[config.mk]
export PLATFORM = sky130hd
export DESIGN_NAME = ultrasonic_range_kalman_filter_core
export DESIGN_NICKNAME = d
export VERILOG_FILES = /design/src/rtl/urkf_pkg.sv /design/src/rtl/ultrasonic_range_kalman_filter_core.sv /design/src/rtl/urkf_sdiv.sv /design/src/rtl/urkf_smul.sv
export SDC_FILE = /design/constraint.sdc
export NUM_CORES = 2
export LEC_CHECK = 0
export BUFFER_PORTS_ARGS = -buffer_cell sky130_fd_sc_hd__buf_2
export CAP_MARGIN = 20
export CELL_PAD_IN_SITES_DETAIL_PLACEMENT = 0
export CELL_PAD_IN_SITES_GLOBAL_PLACEMENT = 2
export CORE_MARGIN = 1.5
export CORE_UTILIZATION = 40
export CTS_CLUSTER_SIZE = 8
export DETAILED_ROUTE_END_ITERATION = 12
export HOLD_SLACK_MARGIN = 0.03
export PLACE_DENSITY_LB_ADDON = 0.1
export RECOVER_POWER = 25
export SYNTH_ARGS = -nofsm -noshare
export SYNTH_HDL_FRONTEND = slang
export SYNTH_SLANG_ARGS = --single-unit
[constraint.sdc]
create_clock -name clk_i -period 13.1 [get_ports clk_i]
set_clock_uncertainty 0.2 [all_clocks]
set_input_delay 1.965 -clock clk_i [delete_from_list [all_inputs] [get_ports clk_i]]
set_output_delay 1.965 -clock clk_i [all_outputs]
set_load 0.1 [all_outputs]
[src/rtl/urkf_pkg.sv]
// ----------------------------------------------------------------------------
// urkf_pkg: shared types and constants for the ultrasonic range filter
// Fixed-point formats, register map, sequencer states and unit request types.
// ----------------------------------------------------------------------------
`timescale 1ns / 1ps

package urkf_pkg;

  localparam int unsigned FRAC_BITS  = 16;
  localparam int unsigned PULSE_W    = 16;
  localparam int unsigned EST_W      = 25;
  localparam int unsigned CFG_W      = 24;
  localparam int unsigned VAR_W      = 32;
  localparam int unsigned APB_DW     = 32;
  localparam int unsigned APB_AW     = 5;
  localparam int unsigned TDATA_IN_W = 16;
  localparam int unsigned TDATA_OUT_W = 32;

  localparam logic [PULSE_W-1:0] TIMEOUT_US = 16'd25000;

  // round(0.01715 * 2^FRAC_BITS)
  localparam int unsigned CM_PER_US_INT = ((1715 << FRAC_BITS) + 50000) / 100000;
  localparam int unsigned CM_PER_US_W   = 11;
  localparam logic [CM_PER_US_W-1:0] CM_PER_US = CM_PER_US_W'(CM_PER_US_INT);

  localparam logic [VAR_W-1:0] ONE_FX  = VAR_W'(1) << FRAC_BITS;
  localparam logic [VAR_W-1:0] HALF_FX = VAR_W'(1) << (FRAC_BITS - 1);
  localparam logic [CFG_W-1:0] HALF_FX_CFG = CFG_W'(1) << (FRAC_BITS - 1);

  localparam logic [EST_W-1:0] MIN_CM_FX     = EST_W'(2) << FRAC_BITS;
  localparam logic [EST_W-1:0] MAX_CM_FX     = EST_W'(400) << FRAC_BITS;
  localparam logic [EST_W-1:0] BIG_INNOV_FX  = EST_W'(10) << FRAC_BITS;
  localparam logic [EST_W-1:0] HUGE_INNOV_FX = EST_W'(50) << FRAC_BITS;

  // register reset values
  localparam logic [CFG_W-1:0] RST_Q0  = 24'd65536;
  localparam logic [CFG_W-1:0] RST_R   = 24'd32768;
  localparam logic [CFG_W-1:0] RST_P0  = 24'd65536;
  localparam logic [EST_W-1:0] RST_X0  = 25'd1310720;
  localparam logic [EST_W-1:0] RST_THR = 25'd655360;

  // blend of 0.7 measurement and 0.3 estimate: (7m + 3e + 5) / 10
  localparam int unsigned BLEND_W = 29;
  localparam logic [BLEND_W-1:0] BLEND_BIAS = BLEND_W'(5);
  localparam logic [3:0]         BLEND_DIV  = 4'd10;

  // serial divider: one quotient bit per cycle
  localparam int unsigned DIV_W   = VAR_W + 2;
  localparam int unsigned DIV_N_W = BLEND_W;
  localparam int unsigned CNT_W   = 5;
  localparam logic [CNT_W-1:0] GAIN_STEPS  = CNT_W'(FRAC_BITS);
  localparam logic [CNT_W-1:0] BLEND_STEPS = CNT_W'(BLEND_W);

  // serial multiplier: one multiplier bit per cycle
  localparam int unsigned MUL_A_W = VAR_W;
  localparam int unsigned MUL_B_W = FRAC_BITS + 1;
  localparam int unsigned MUL_P_W = MUL_A_W + MUL_B_W;
  localparam logic [CNT_W-1:0] MUL_STEPS = CNT_W'(MUL_B_W);

  typedef enum logic [2:0] {
    REG_Q0  = 3'd0,
    REG_R   = 3'd1,
    REG_P0  = 3'd2,
    REG_X0  = 3'd3,
    REG_THR = 3'd4
  } reg_idx_e;

  typedef enum logic [3:0] {
    ST_IDLE,
    ST_CHECK,
    ST_VAR,
    ST_GAIN,
    ST_GAIN_WAIT,
    ST_UPDATE,
    ST_UPDATE_WAIT,
    ST_APPLY,
    ST_OUT
  } state_e;

  typedef struct packed {
    logic               start;
    logic [CNT_W-1:0]   steps;
    logic [DIV_W-1:0]   rem0;
    logic [DIV_W-1:0]   divisor;
    logic [DIV_N_W-1:0] num;
  } div_req_t;

  typedef struct packed {
    logic               start;
    logic [MUL_A_W-1:0] a;
    logic [MUL_B_W-1:0] b;
  } mul_req_t;

endpackage

[src/rtl/ultrasonic_range_kalman_filter_core.sv]
// ----------------------------------------------------------------------------
// ultrasonic_range_kalman_filter_core: echo pulse to filtered distance
// With no filter step a transaction passes the check and output states; a step
// adds variance, gain and update states, where the 0.7/0.3 blend replaces the
// gain update. The 16-step serial gain divide and 17-step serial multiply (or
// 29-step blend divide) dominate a step; one item is in flight at a time, so a
// new one is taken only after the last is loaded into the output register.
// Reset reloads registers to defaults and the filter state from them.
// ----------------------------------------------------------------------------
`timescale 1ns / 1ps

module ultrasonic_range_kalman_filter_core (
  input  logic                               clk_i,
  input  logic                               rst_ni,
  // input stream
  input  logic                               s_axis_tvalid,
  output logic                               s_axis_tready,
  input  logic [urkf_pkg::TDATA_IN_W-1:0]    s_axis_tdata,   // [15:0] pulse_us
  input  logic                               s_axis_tuser,   // [0] echo_seen
  // output stream
  output logic                               m_axis_tvalid,
  input  logic                               m_axis_tready,
  output logic [urkf_pkg::TDATA_OUT_W-1:0]   m_axis_tdata,   // [24:0] distance_estimate
  output logic [1:0]                         m_axis_tuser,   // [0] obstacle, [1] filter_updated
  // configuration
  input  logic                               psel,
  input  logic                               penable,
  input  logic                               pwrite,
  input  logic [urkf_pkg::APB_AW-1:0]        paddr,
  input  logic [urkf_pkg::APB_DW-1:0]        pwdata,
  output logic [urkf_pkg::APB_DW-1:0]        prdata,
  output logic                               pready
);

  localparam int unsigned EW = urkf_pkg::EST_W;
  localparam int unsigned VW = urkf_pkg::VAR_W;
  localparam int unsigned FB = urkf_pkg::FRAC_BITS;
  localparam int unsigned PULSE_W_L = urkf_pkg::PULSE_W;
  localparam int unsigned MEAS_FULL_W = PULSE_W_L + urkf_pkg::CM_PER_US_W;

  // configuration registers
  logic [urkf_pkg::CFG_W-1:0] reg_q0_q, reg_r_q, reg_p0_q;
  logic [EW-1:0]              reg_x0_q, reg_thr_q;
  logic                       reload_q;
  logic [2:0]                 cfg_idx;
  logic                       cfg_wr, cfg_hit;
  logic [urkf_pkg::CFG_W-1:0] r_eff;

  // sequencer and filter state
  urkf_pkg::state_e state_q, state_d;
  logic [EW-1:0]    est_q, est_d;
  logic [VW-1:0]    p_q, p_d;
  logic [VW-1:0]    q_q, q_d;

  // per-item working registers
  logic [EW-1:0]                meas_q;
  logic                         valid_q;
  logic                         step_q;
  logic                         meas_lt_q;
  logic                         neg_q;
  logic                         huge_q;
  logic [EW-1:0]                mag_q;
  logic [urkf_pkg::BLEND_W-1:0] blend_q;

  // output register
  logic          m_valid_q;
  logic [EW-1:0] m_est_q;
  logic          m_obst_q, m_upd_q;

  // units
  urkf_pkg::div_req_t div_req;
  urkf_pkg::mul_req_t mulp_req, muld_req;
  logic                           div_busy, mulp_busy, muld_busy;
  logic [urkf_pkg::DIV_N_W-1:0]   div_quo;
  logic [urkf_pkg::MUL_P_W-1:0]   mulp_prod, muld_prod;

  logic                 in_acc;
  logic                 out_load;
  logic [FB-1:0]        gain;
  logic [PULSE_W_L-1:0] pulse_in;

  logic [MEAS_FULL_W-1:0] meas_full;
  logic                   pulse_ok;

  // check-stage logic
  logic          chk_inrange, chk_step, chk_neg;
  logic [EW-1:0] chk_mag;
  logic [VW-1:0] q_dbl;
  logic [VW:0]   p_sum;

  // apply-stage logic
  logic [urkf_pkg::MUL_P_W-1:0] rnd;
  logic [EW-1:0]                delta;
  logic [EW:0]                  est_raw;

  // ---------------------------------------------------------------- config
  assign pready  = 1'b1;
  assign cfg_idx = paddr[urkf_pkg::APB_AW-1:2];
  assign cfg_wr  = psel && penable && pwrite;
  assign cfg_hit = cfg_wr && (cfg_idx <= urkf_pkg::REG_THR);
  assign r_eff   = (reg_r_q == '0) ? urkf_pkg::HALF_FX_CFG : reg_r_q;

  always_ff @(posedge clk_i or negedge rst_ni) begin
    if (!rst_ni) begin
      reg_q0_q  <= urkf_pkg::RST_Q0;
      reg_r_q   <= urkf_pkg::RST_R;
      reg_p0_q  <= urkf_pkg::RST_P0;
      reg_x0_q  <= urkf_pkg::RST_X0;
      reg_thr_q <= urkf_pkg::RST_THR;
      reload_q  <= 1'b0;
    end else begin
      reload_q <= cfg_hit;
      if (cfg_wr) begin
        unique case (cfg_idx)
          urkf_pkg::REG_Q0:  reg_q0_q  <= pwdata[urkf_pkg::CFG_W-1:0];
          urkf_pkg::REG_R:   reg_r_q   <= pwdata[urkf_pkg::CFG_W-1:0];
          urkf_pkg::REG_P0:  reg_p0_q  <= pwdata[urkf_pkg::CFG_W-1:0];
          urkf_pkg::REG_X0:  reg_x0_q  <= pwdata[EW-1:0];
          urkf_pkg::REG_THR: reg_thr_q <= pwdata[EW-1:0];
          default: ;
        endcase
      end
    end
  end

  always_comb begin
    unique case (cfg_idx)
      urkf_pkg::REG_Q0:  prdata = urkf_pkg::APB_DW'(reg_q0_q);
      urkf_pkg::REG_R:   prdata = urkf_pkg::APB_DW'(reg_r_q);
      urkf_pkg::REG_P0:  prdata = urkf_pkg::APB_DW'(reg_p0_q);
      urkf_pkg::REG_X0:  prdata = urkf_pkg::APB_DW'(reg_x0_q);
      urkf_pkg::REG_THR: prdata = urkf_pkg::APB_DW'(reg_thr_q);
      default:           prdata = '0;
    endcase
  end

  // ---------------------------------------------------------------- units
  urkf_sdiv u_div (
    .clk_i  (clk_i),
    .rst_ni (rst_ni),
    .req_i  (div_req),
    .busy_o (div_busy),
    .quo_o  (div_quo)
  );

  urkf_smul u_mul_var (
    .clk_i  (clk_i),
    .rst_ni (rst_ni),
    .req_i  (mulp_req),
    .busy_o (mulp_busy),
    .prod_o (mulp_prod)
  );

  urkf_smul u_mul_innov (
    .clk_i  (clk_i),
    .rst_ni (rst_ni),
    .req_i  (muld_req),
    .busy_o (muld_busy),
    .prod_o (muld_prod)
  );

  assign gain = div_quo[FB-1:0];

  // ---------------------------------------------------------------- sequencer
  always_comb begin
    state_d = state_q;
    unique case (state_q)
      urkf_pkg::ST_IDLE:        if (in_acc) state_d = urkf_pkg::ST_CHECK;
      urkf_pkg::ST_CHECK:       state_d = chk_step ? urkf_pkg::ST_VAR : urkf_pkg::ST_OUT;
      urkf_pkg::ST_VAR:         state_d = urkf_pkg::ST_GAIN;
      urkf_pkg::ST_GAIN:        state_d = urkf_pkg::ST_GAIN_WAIT;
      urkf_pkg::ST_GAIN_WAIT:   if (!div_busy) state_d = urkf_pkg::ST_UPDATE;
      urkf_pkg::ST_UPDATE:      state_d = urkf_pkg::ST_UPDATE_WAIT;
      urkf_pkg::ST_UPDATE_WAIT: begin
        if (!div_busy && !mulp_busy && !muld_busy) state_d = urkf_pkg::ST_APPLY;
      end
      urkf_pkg::ST_APPLY:       state_d = urkf_pkg::ST_OUT;
      urkf_pkg::ST_OUT:         if (out_load) state_d = urkf_pkg::ST_IDLE;
      default:                  state_d = urkf_pkg::ST_IDLE;
    endcase
  end

  always_comb begin
    s_axis_tready = 1'b0;
    out_load      = 1'b0;
    div_req       = '0;
    mulp_req      = '0;
    muld_req      = '0;
    unique case (state_q)
      urkf_pkg::ST_IDLE: s_axis_tready = !reload_q;
      urkf_pkg::ST_GAIN: begin
        // p < p + r, so the integer part of the quotient is zero
        div_req.start   = 1'b1;
        div_req.steps   = urkf_pkg::GAIN_STEPS;
        div_req.rem0    = urkf_pkg::DIV_W'(p_q);
        div_req.divisor = urkf_pkg::DIV_W'(p_q) + urkf_pkg::DIV_W'(r_eff);
      end
      urkf_pkg::ST_UPDATE: begin
        mulp_req.start = 1'b1;
        mulp_req.a     = p_q;
        mulp_req.b     = urkf_pkg::MUL_B_W'(urkf_pkg::ONE_FX) - {1'b0, gain};
        if (huge_q) begin
          div_req.start   = 1'b1;
          div_req.steps   = urkf_pkg::BLEND_STEPS;
          div_req.divisor = urkf_pkg::DIV_W'(urkf_pkg::BLEND_DIV);
          div_req.num     = blend_q;
        end else begin
          muld_req.start = 1'b1;
          muld_req.a     = urkf_pkg::MUL_A_W'(mag_q);
          muld_req.b     = {1'b0, gain};
        end
      end
      urkf_pkg::ST_OUT: out_load = !m_valid_q || m_axis_tready;
      default: ;
    endcase
  end

  assign in_acc = s_axis_tvalid && s_axis_tready;

  // ---------------------------------------------------------------- datapath
  assign pulse_in  = s_axis_tdata[PULSE_W_L-1:0];
  assign meas_full = MEAS_FULL_W'(pulse_in) * MEAS_FULL_W'(urkf_pkg::CM_PER_US);
  assign pulse_ok  = s_axis_tuser && (pulse_in != '0) && (pulse_in < urkf_pkg::TIMEOUT_US);

  assign chk_inrange = (meas_q >= urkf_pkg::MIN_CM_FX) && (meas_q <= urkf_pkg::MAX_CM_FX);
  assign chk_step    = valid_q && chk_inrange;
  assign chk_neg     = meas_q < est_q;
  assign chk_mag     = chk_neg ? (est_q - meas_q) : (meas_q - est_q);
  assign q_dbl       = q_q[VW-1] ? '1 : {q_q[VW-2:0], 1'b0};
  assign p_sum       = {1'b0, p_q} + {1'b0, q_q};

  assign rnd   = muld_prod + urkf_pkg::MUL_P_W'(urkf_pkg::HALF_FX);
  assign delta = rnd[FB+EW-1:FB];

  always_comb begin
    if (huge_q) begin
      est_raw = (EW+1)'(div_quo);
    end else if (neg_q) begin
      est_raw = (delta > est_q) ? '0 : {1'b0, est_q - delta};
    end else begin
      est_raw = {1'b0, est_q} + {1'b0, delta};
    end
  end

  always_comb begin
    est_d = est_q;
    p_d   = p_q;
    q_d   = q_q;
    if (reload_q) begin
      est_d = reg_x0_q;
      p_d   = (reg_p0_q == '0) ? urkf_pkg::ONE_FX : VW'(reg_p0_q);
      q_d   = (reg_q0_q == '0) ? urkf_pkg::ONE_FX : VW'(reg_q0_q);
    end else begin
      case (state_q)
        urkf_pkg::ST_CHECK: begin
          if (chk_step) q_d = (chk_mag > urkf_pkg::BIG_INNOV_FX) ? q_dbl : urkf_pkg::ONE_FX;
        end
        urkf_pkg::ST_VAR: p_d = p_sum[VW] ? '1 : p_sum[VW-1:0];
        urkf_pkg::ST_APPLY: begin
          if (est_raw < (EW+1)'(urkf_pkg::MIN_CM_FX)) begin
            est_d = urkf_pkg::MIN_CM_FX;
          end else if (est_raw > (EW+1)'(urkf_pkg::MAX_CM_FX)) begin
            est_d = urkf_pkg::MAX_CM_FX;
          end else begin
            est_d = est_raw[EW-1:0];
          end
          p_d = mulp_prod[VW+FB-1:FB];
        end
        default: ;
      endcase
    end
  end

  always_ff @(posedge clk_i or negedge rst_ni) begin
    if (!rst_ni) begin
      state_q   <= urkf_pkg::ST_IDLE;
      est_q     <= urkf_pkg::RST_X0;
      p_q       <= VW'(urkf_pkg::RST_P0);
      q_q       <= VW'(urkf_pkg::RST_Q0);
      m_valid_q <= 1'b0;
    end else begin
      state_q <= state_d;
      est_q   <= est_d;
      p_q     <= p_d;
      q_q     <= q_d;
      if (out_load) begin
        m_valid_q <= 1'b1;
      end else if (m_axis_tready) begin
        m_valid_q <= 1'b0;
      end
    end
  end

  always_ff @(posedge clk_i) begin
    if (in_acc) begin
      meas_q  <= meas_full[EW-1:0];
      valid_q <= pulse_ok;
    end
    if (state_q == urkf_pkg::ST_CHECK) begin
      step_q    <= chk_step;
      meas_lt_q <= valid_q && (meas_q < reg_thr_q);
      neg_q     <= chk_neg;
      mag_q     <= chk_mag;
      huge_q    <= chk_mag >= urkf_pkg::HUGE_INNOV_FX;
      blend_q   <= (urkf_pkg::BLEND_W'(meas_q) << 3) - urkf_pkg::BLEND_W'(meas_q)
                 + (urkf_pkg::BLEND_W'(est_q) << 1) + urkf_pkg::BLEND_W'(est_q)
                 + urkf_pkg::BLEND_BIAS;
    end
    if (out_load) begin
      m_est_q  <= est_q;
      m_obst_q <= meas_lt_q || (est_q < reg_thr_q);
      m_upd_q  <= step_q;
    end
  end

  assign m_axis_tvalid = m_valid_q;
  assign m_axis_tdata  = urkf_pkg::TDATA_OUT_W'(m_est_q);
  assign m_axis_tuser  = {m_upd_q, m_obst_q};

  // ---------------------------------------------------------------- checks
  a_upd_in_range: assert property (@(posedge clk_i) disable iff (!rst_ni)
    m_axis_tvalid && m_axis_tuser[1] |->
      (m_axis_tdata[EW-1:0] >= urkf_pkg::MIN_CM_FX) &&
      (m_axis_tdata[EW-1:0] <= urkf_pkg::MAX_CM_FX))
    else $error("updated estimate outside 2..400 cm");

  a_idle_units: assert property (@(posedge clk_i) disable iff (!rst_ni)
    s_axis_tready |-> !div_busy && !mulp_busy && !muld_busy)
    else $error("input ready while an arithmetic unit is busy");

  a_one_in_flight: assert property (@(posedge clk_i) disable iff (!rst_ni)
    s_axis_tvalid && s_axis_tready |=> !s_axis_tready)
    else $error("second transaction accepted while one is in flight");

  a_div_start_free: assert property (@(posedge clk_i) disable iff (!rst_ni)
    div_req.start |-> !div_busy)
    else $error("divider restarted while busy");

endmodule

[src/rtl/urkf_sdiv.sv]
// ----------------------------------------------------------------------------
// urkf_sdiv: bit-serial restoring divider
// Shifts one dividend bit into the partial remainder per cycle and emits one
// quotient bit per cycle, msb first.
// ----------------------------------------------------------------------------
`timescale 1ns / 1ps

module urkf_sdiv (
  input  logic                          clk_i,
  input  logic                          rst_ni,
  input  urkf_pkg::div_req_t            req_i,
  output logic                          busy_o,
  output logic [urkf_pkg::DIV_N_W-1:0]  quo_o
);

  logic                          busy_q, busy_d;
  logic [urkf_pkg::CNT_W-1:0]    cnt_q, cnt_d;
  logic [urkf_pkg::DIV_W-1:0]    rem_q, rem_d;
  logic [urkf_pkg::DIV_W-1:0]    div_q, div_d;
  logic [urkf_pkg::DIV_N_W-1:0]  num_q, num_d;
  logic [urkf_pkg::DIV_N_W-1:0]  quo_q, quo_d;
  logic [urkf_pkg::DIV_W:0]      trial;
  logic [urkf_pkg::DIV_W:0]      diff;
  logic                          ge;

  assign trial = {rem_q, num_q[urkf_pkg::DIV_N_W-1]};
  assign diff  = trial - {1'b0, div_q};
  assign ge    = (trial >= {1'b0, div_q});

  always_comb begin
    busy_d = busy_q;
    cnt_d  = cnt_q;
    rem_d  = rem_q;
    div_d  = div_q;
    num_d  = num_q;
    quo_d  = quo_q;
    if (req_i.start) begin
      busy_d = 1'b1;
      cnt_d  = req_i.steps;
      rem_d  = req_i.rem0;
      div_d  = req_i.divisor;
      num_d  = req_i.num;
      quo_d  = '0;
    end else if (busy_q) begin
      rem_d = ge ? diff[urkf_pkg::DIV_W-1:0] : trial[urkf_pkg::DIV_W-1:0];
      num_d = {num_q[urkf_pkg::DIV_N_W-2:0], 1'b0};
      quo_d = {quo_q[urkf_pkg::DIV_N_W-2:0], ge};
      cnt_d = cnt_q - urkf_pkg::CNT_W'(1);
      if (cnt_q == urkf_pkg::CNT_W'(1)) begin
        busy_d = 1'b0;
      end
    end
  end

  always_ff @(posedge clk_i or negedge rst_ni) begin
    if (!rst_ni) begin
      busy_q <= 1'b0;
      cnt_q  <= '0;
    end else begin
      busy_q <= busy_d;
      cnt_q  <= cnt_d;
    end
  end

  always_ff @(posedge clk_i) begin
    rem_q <= rem_d;
    div_q <= div_d;
    num_q <= num_d;
    quo_q <= quo_d;
  end

  assign busy_o = busy_q;
  assign quo_o  = quo_q;

endmodule

[src/rtl/urkf_smul.sv]
// ----------------------------------------------------------------------------
// urkf_smul: bit-serial shift-and-add multiplier
// Consumes one multiplier bit per cycle, lsb first, adding the multiplicand
// into the upper MUL_A_W bits of a right-shifting accumulator.
// ----------------------------------------------------------------------------
`timescale 1ns / 1ps

module urkf_smul (
  input  logic                          clk_i,
  input  logic                          rst_ni,
  input  urkf_pkg::mul_req_t            req_i,
  output logic                          busy_o,
  output logic [urkf_pkg::MUL_P_W-1:0]  prod_o
);

  logic                          busy_q, busy_d;
  logic [urkf_pkg::CNT_W-1:0]    cnt_q, cnt_d;
  logic [urkf_pkg::MUL_A_W-1:0]  a_q, a_d;
  logic [urkf_pkg::MUL_B_W-1:0]  b_q, b_d;
  logic [urkf_pkg::MUL_P_W-1:0]  acc_q, acc_d;
  logic [urkf_pkg::MUL_A_W:0]    sum;

  assign sum = {1'b0, acc_q[urkf_pkg::MUL_P_W-1:urkf_pkg::MUL_B_W]}
             + {1'b0, (b_q[0] ? a_q : '0)};

  always_comb begin
    busy_d = busy_q;
    cnt_d  = cnt_q;
    a_d    = a_q;
    b_d    = b_q;
    acc_d  = acc_q;
    if (req_i.start) begin
      busy_d = 1'b1;
      cnt_d  = urkf_pkg::MUL_STEPS;
      a_d    = req_i.a;
      b_d    = req_i.b;
      acc_d  = '0;
    end else if (busy_q) begin
      acc_d = {sum, acc_q[urkf_pkg::MUL_B_W-1:1]};
      b_d   = {1'b0, b_q[urkf_pkg::MUL_B_W-1:1]};
      cnt_d = cnt_q - urkf_pkg::CNT_W'(1);
      if (cnt_q == urkf_pkg::CNT_W'(1)) begin
        busy_d = 1'b0;
      end
    end
  end

  always_ff @(posedge clk_i or negedge rst_ni) begin
    if (!rst_ni) begin
      busy_q <= 1'b0;
      cnt_q  <= '0;
    end else begin
      busy_q <= busy_d;
      cnt_q  <= cnt_d;
    end
  end

  always_ff @(posedge clk_i) begin
    a_q   <= a_d;
    b_q   <= b_d;
    acc_q <= acc_d;
  end

  assign busy_o = busy_q;
  assign prod_o = acc_q;

endmodule
==> flow_summary.rst <==
.. list-table::
   :header-rows: 1

   * - Metric
     - Value
   * - Cells after DPL
     - between 6,000 and 7,000
   * - Peak VDD IR
     - 0.2400 mV
   * - Post-placement cell area
     - about 47,000 um^2
   * - Crit path launch
     - paddr[3]
   * - Number of rows in the core area
     - 122
   * - Combinational fraction of design power
     - 0.547
   * - Area overhead of the layout relative to synthesis
     - 10.15%
   * - Chip height
     - 337.7 um
   * - Number of slew-limit violations in the final report
     - 490
   * - Critical path buffers and inverters
     - 4
   * - Startpoint type of the worst setup path
     - primary input
   * - Register bit total from synthesis
     - between 600 and 700
   * - Netlist area before placement
     - between 40,000 and 50,000 um^2
   * - Final ANT Viol Nets
     - 0
   * - Multi-input logic area
     - between 20,000 and 30,000 um^2
   * - Critical Path End Type
     - output pin
   * - Max-slew headroom at the worst pin
     - -2.932
   * - Routability congestion estimate
     - between 0.8 and 0.9
   * - DIE WIDTH
     - about 340 um
   * - Via-to-Cell Ratio
     - 5.576
   * - Share of synthesized area occupied by flip-flops and latches
     - 0.3709
   * - Floorplan Core Area
     - 110,800 um^2
   * - IO Count
     - 130
   * - Register area
     - 16,620 um^2
   * - Cell occurring most often along the worst timing path
     - sky130_fd_sc_hd__buf_2
   * - Post-detailed-route DRC marker count
     - 0
   * - GRT Total Usage
     - 0.2567
   * - Wirelength, routed
     - 146,600 um
   * - EDFF count, synth
     - slightly below 300
   * - Number of gates on the worst path with buffers counted
     - 7
   * - Routed wire length per instance
     - approximately 23 um
   * - CTS HTree Levels
     - 3
   * - Total internal power
     - ~0.007 W
   * - Clock transition time at the flip-flop clock pins of the worst setup and hold paths
     - approximately 0.050 ns
   * - Full die area
     - 114,000 um^2
   * - CTS-repair resized insts
     - 0
   * - Static Leakage
     - 22.15 nW
   * - Endpoint of the worst register-to-register path
     - u_mul_innov.b_q[10]
   * - Violations in the final reports
     - max-capacitance violations, max-slew violations
   * - Distinct cells, synth
     - 96
   * - Sequential Power Share
     - 0.285
   * - Endpoints failing hold
     - 0
   * - Fraction of final layout cells sized beyond drive strength 1
     - 0.08760
   * - Detailed Place HPWL
     - between 100,000 and 150,000 um
   * - Destination of the critical timing path
     - prdata[16]
   * - Reported net switching power
     - roughly 0.0062 W
   * - Proportion of synthesized flip-flops having asynchronous set or reset
     - 0.3772
   * - Number of maximum-capacitance constraint violations
     - 11
   * - Type of the most critical hold path
     - reg -> reg
   * - Drt first pass iters
     - 5
   * - Most used DFF post-synth
     - sky130_fd_sc_hd__edfxtp_1
   * - Fillcell total
     - approximately 11,000
   * - Setup Buffers After CTS
     - 0
   * - Total number of vias
     - about 36,000
   * - Setup repair after global routing missed its margin
     - no
   * - First-pass GRT wire length
     - approximately 220,000 um
   * - Critical Path Slowest Stage Cell
     - sky130_fd_sc_hd__clkbuf_1
   * - Maximum count of clock buffers along a single path
     - 3
   * - Nets@finish
     - roughly 5,400
   * - Count of buffers from port buffering
     - between 100 and 150
   * - Antenna diode count
     - 0
   * - Non-filler instance count after layout
     - between 6,000 and 7,000
   * - Count of synthesis-stage warnings from yosys
     - 0
   * - Endpoints failing setup
     - 0
   * - Total design power
     - roughly 0.013 W
   * - Startpoint of the most critical register-to-register path
     - state_q[1]
   * - TritonCTS clock tree
     - built
   * - Number of sinks driven by the clock tree
     - between 600 and 700
   * - Number of buffers inserted during clock tree synthesis
     - around 90
   * - Final critical-path required period
     - 8.048 ns
   * - Number of antenna violations at the first check in global routing
     - 12
   * - Status
     - finished with violations
   * - Vias in the first global route
     - roughly 35,000
   * - Largest delay share family, worst path
     - buffers and inverters
   * - Pin count of the biggest net entering global routing
     - 93
   * - Delay of the slowest critical-path stage
     - about 1.6 ns
   * - Sw Ratio
     - 0.4641
   * - Clock Latency Late Sink
     - just under 0.7 ns
   * - Starting Density
     - 0.4042
   * - Global route overflow
     - 0
   * - Fmax
     - about 0.12 GHz
   * - Buffer cell driving the clock tree root
     - sky130_fd_sc_hd__clkbuf_16
   * - Ordered cell list for the critical path
     - buf_2 > clkbuf_1 > or2_2 > nor2_1 > inv_1 > o221ai_1 > buf_2
   * - Layout Cell Area excl Fill
     - between 40,000 and 50,000 um^2
   * - Data arrival time of the critical path
     - ~6 ns
   * - Worst reg2reg path depth
     - 8
   * - Final worst-path cycle share
     - 0.6144
   * - Worst Slack Setup Final
     - between 5 and 6 ns
   * - Reg2reg setup slack
     - just over 5 ns
   * - Drt first-iter violations
     - 2,686
   * - Setup TNS
     - 0 ns
   * - Portion of total power attributed to the clock network
     - 0.168
   * - Post-cts hold buffer count
     - 0
   * - Synthesized instance count
     - 4,790
   * - Worst slack at placement
     - between 6 and 7 ns
   * - Required time of the critical path
     - 10.93 ns
   * - Type of the setup path with the least slack
     - in -> out
   * - Slew at the pin with the worst max-slew slack
     - ~6 ns
   * - Power density normalized to cell area
     - ~270 nW/um^2
   * - Post-synthesis area per instance
     - just over 9 um^2
   * - Crit Path Max Fanout
     - 27
## through the flow
step / utilization / hold slack, ns
after floorplan: - / 0.2003
after global placement: 0.4225 / 0.2532
after detailed placement: 0.4225 / 0.2555
after CTS: 0.4465 / 0.2634
after global routing: 0.4453 / 0.2800
final: 0.4453 / 0.2649
## placed cells by master, fill, tap and decap left out, drive strengths merged, types with 64 or more instances in the layout
cell    synthesis  layout
inv           376     377
buf            45     136
dfrtp         224     224
edfxtp        295     295
nand3          93      93
clkbuf        195     192
fa             74      74
nand2         412     412
dfxtp          93      93
a21oi         285     285
a21o          123     123
xnor2         147     147
mux2          103     103
nor2          405     405
xor2          104     104
nor3           79      79
and3           64      64
ha            418     418
o21ai         257     257
a22oi          68      68
and2          102     102
mux2i         113     113
## cell usage after synthesis (104+ instances only)
library cell                 n  area (um^2)
sky130_fd_sc_hd__a21oi_1   284         1421
sky130_fd_sc_hd__a21o_1    122        915.9
sky130_fd_sc_hd__nor2_1    405         1520
sky130_fd_sc_hd__xor2_1    104        910.9
sky130_fd_sc_hd__edfxtp_1  295         8859
sky130_fd_sc_hd__mux2i_1   113         1131
sky130_fd_sc_hd__o21ai_0   234         1171
sky130_fd_sc_hd__clkbuf_1  194        728.2
sky130_fd_sc_hd__xnor2_1   147         1287
sky130_fd_sc_hd__ha_1      418         5230
sky130_fd_sc_hd__nand2_1   412         1546
sky130_fd_sc_hd__inv_1     375         1408
sky130_fd_sc_hd__dfrtp_1   224         5605
## worst min path at each step
stage / start / endpoint / slack (ns) / cells after the start
5_1_grt: u_mul_innov.prod_o[48] / u_mul_innov.prod_o[48] / 0.28 / 2
6_report: u_mul_innov.prod_o[48] / u_mul_innov.prod_o[48] / 0.26 / 2
3_5_place_dp: u_mul_innov.prod_o[48] / u_mul_innov.prod_o[48] / 0.26 / 2
3_3_place_gp: u_mul_innov.prod_o[48] / u_mul_innov.prod_o[48] / 0.25 / 2
2_1_floorplan: step_q / m_upd_q / 0.20 / 0
4_1_cts: u_mul_innov.prod_o[48] / u_mul_innov.prod_o[48] / 0.26 / 2
## power groups by stage
stage | clock [W] | sequential [W] | combinational [W]
6_report | 0.00223 | 0.00378 | 0.00725
5_1_grt | 0.00237 | 0.00385 | 0.00810
4_1_cts | 0.00229 | 0.00377 | 0.00727
3_5_place_dp | 0 | 0.00380 | 0.00722
3_3_place_gp | 0 | 0.00379 | 0.00721
2_1_floorplan | 0 | 0.00353 | 0.00539
## state kept, by name, summed over array words and instances, names as in the netlist, 16 cells and up
register,flops
u_div.rem_q,34
u_mul_innov.prod_o,34
u_div.div_q,33
u_mul_var.prod_o,33
p_q,32
q_q,32
u_mul_var.a_q,32
blend_q,29
u_div.num_q,29
u_div.quo_o,26
est_q,25
m_est_q,25
mag_q,25
reg_thr_q,25
reg_x0_q,25
u_mul_innov.a_q,25
reg_p0_q,24
reg_q0_q,24
reg_r_q,24
meas_q,23
u_mul_var.b_q,17
u_mul_innov.b_q,16
## metal layers
layer / track usage / routed length [um] / vias up
met2: 0.4094 / 66300 / 872
li1: - / - / 17210
met5: 0 / 13 / -
met1: 0.3464 / 66720 / 17310
met4: 0.08406 / 4881 / 2
met3: 0.05283 / 8729 / 210
## final cells by class
type / instances / share of cell area
clock buffer: 156 / 0.05127
clock inverter: 6 / 0.002612
inverter: 378 / 0.02878
multi-input combinational: 3562 / 0.5244
sequential: 623 / 0.3369
tap: 1488 / 0.03773
timing repair buffer: 172 / 0.01831
## tightest hold or removal path, cell delays in order (launching register included)
cell and delay, ns:
sky130_fd_sc_hd__dfxtp_1 0.33, sky130_fd_sc_hd__nand2_1 0.06, sky130_fd_sc_hd__a21oi_1 0.03
## kinds of logic after synthesis
logic type / Yosys count / share of synthesized area
simple gates: 1427 / 0.1513
compound gates: 1161 / 0.1732
flops: 623 / 0.3709
buf+inv: 618 / 0.05438
fa+ha+maj: 492 / 0.1498
xor+xnor: 251 / 0.04907
mux: 216 / 0.05114
other cells: 2 / 0.0001676
(Power assumes the default switching activity.)
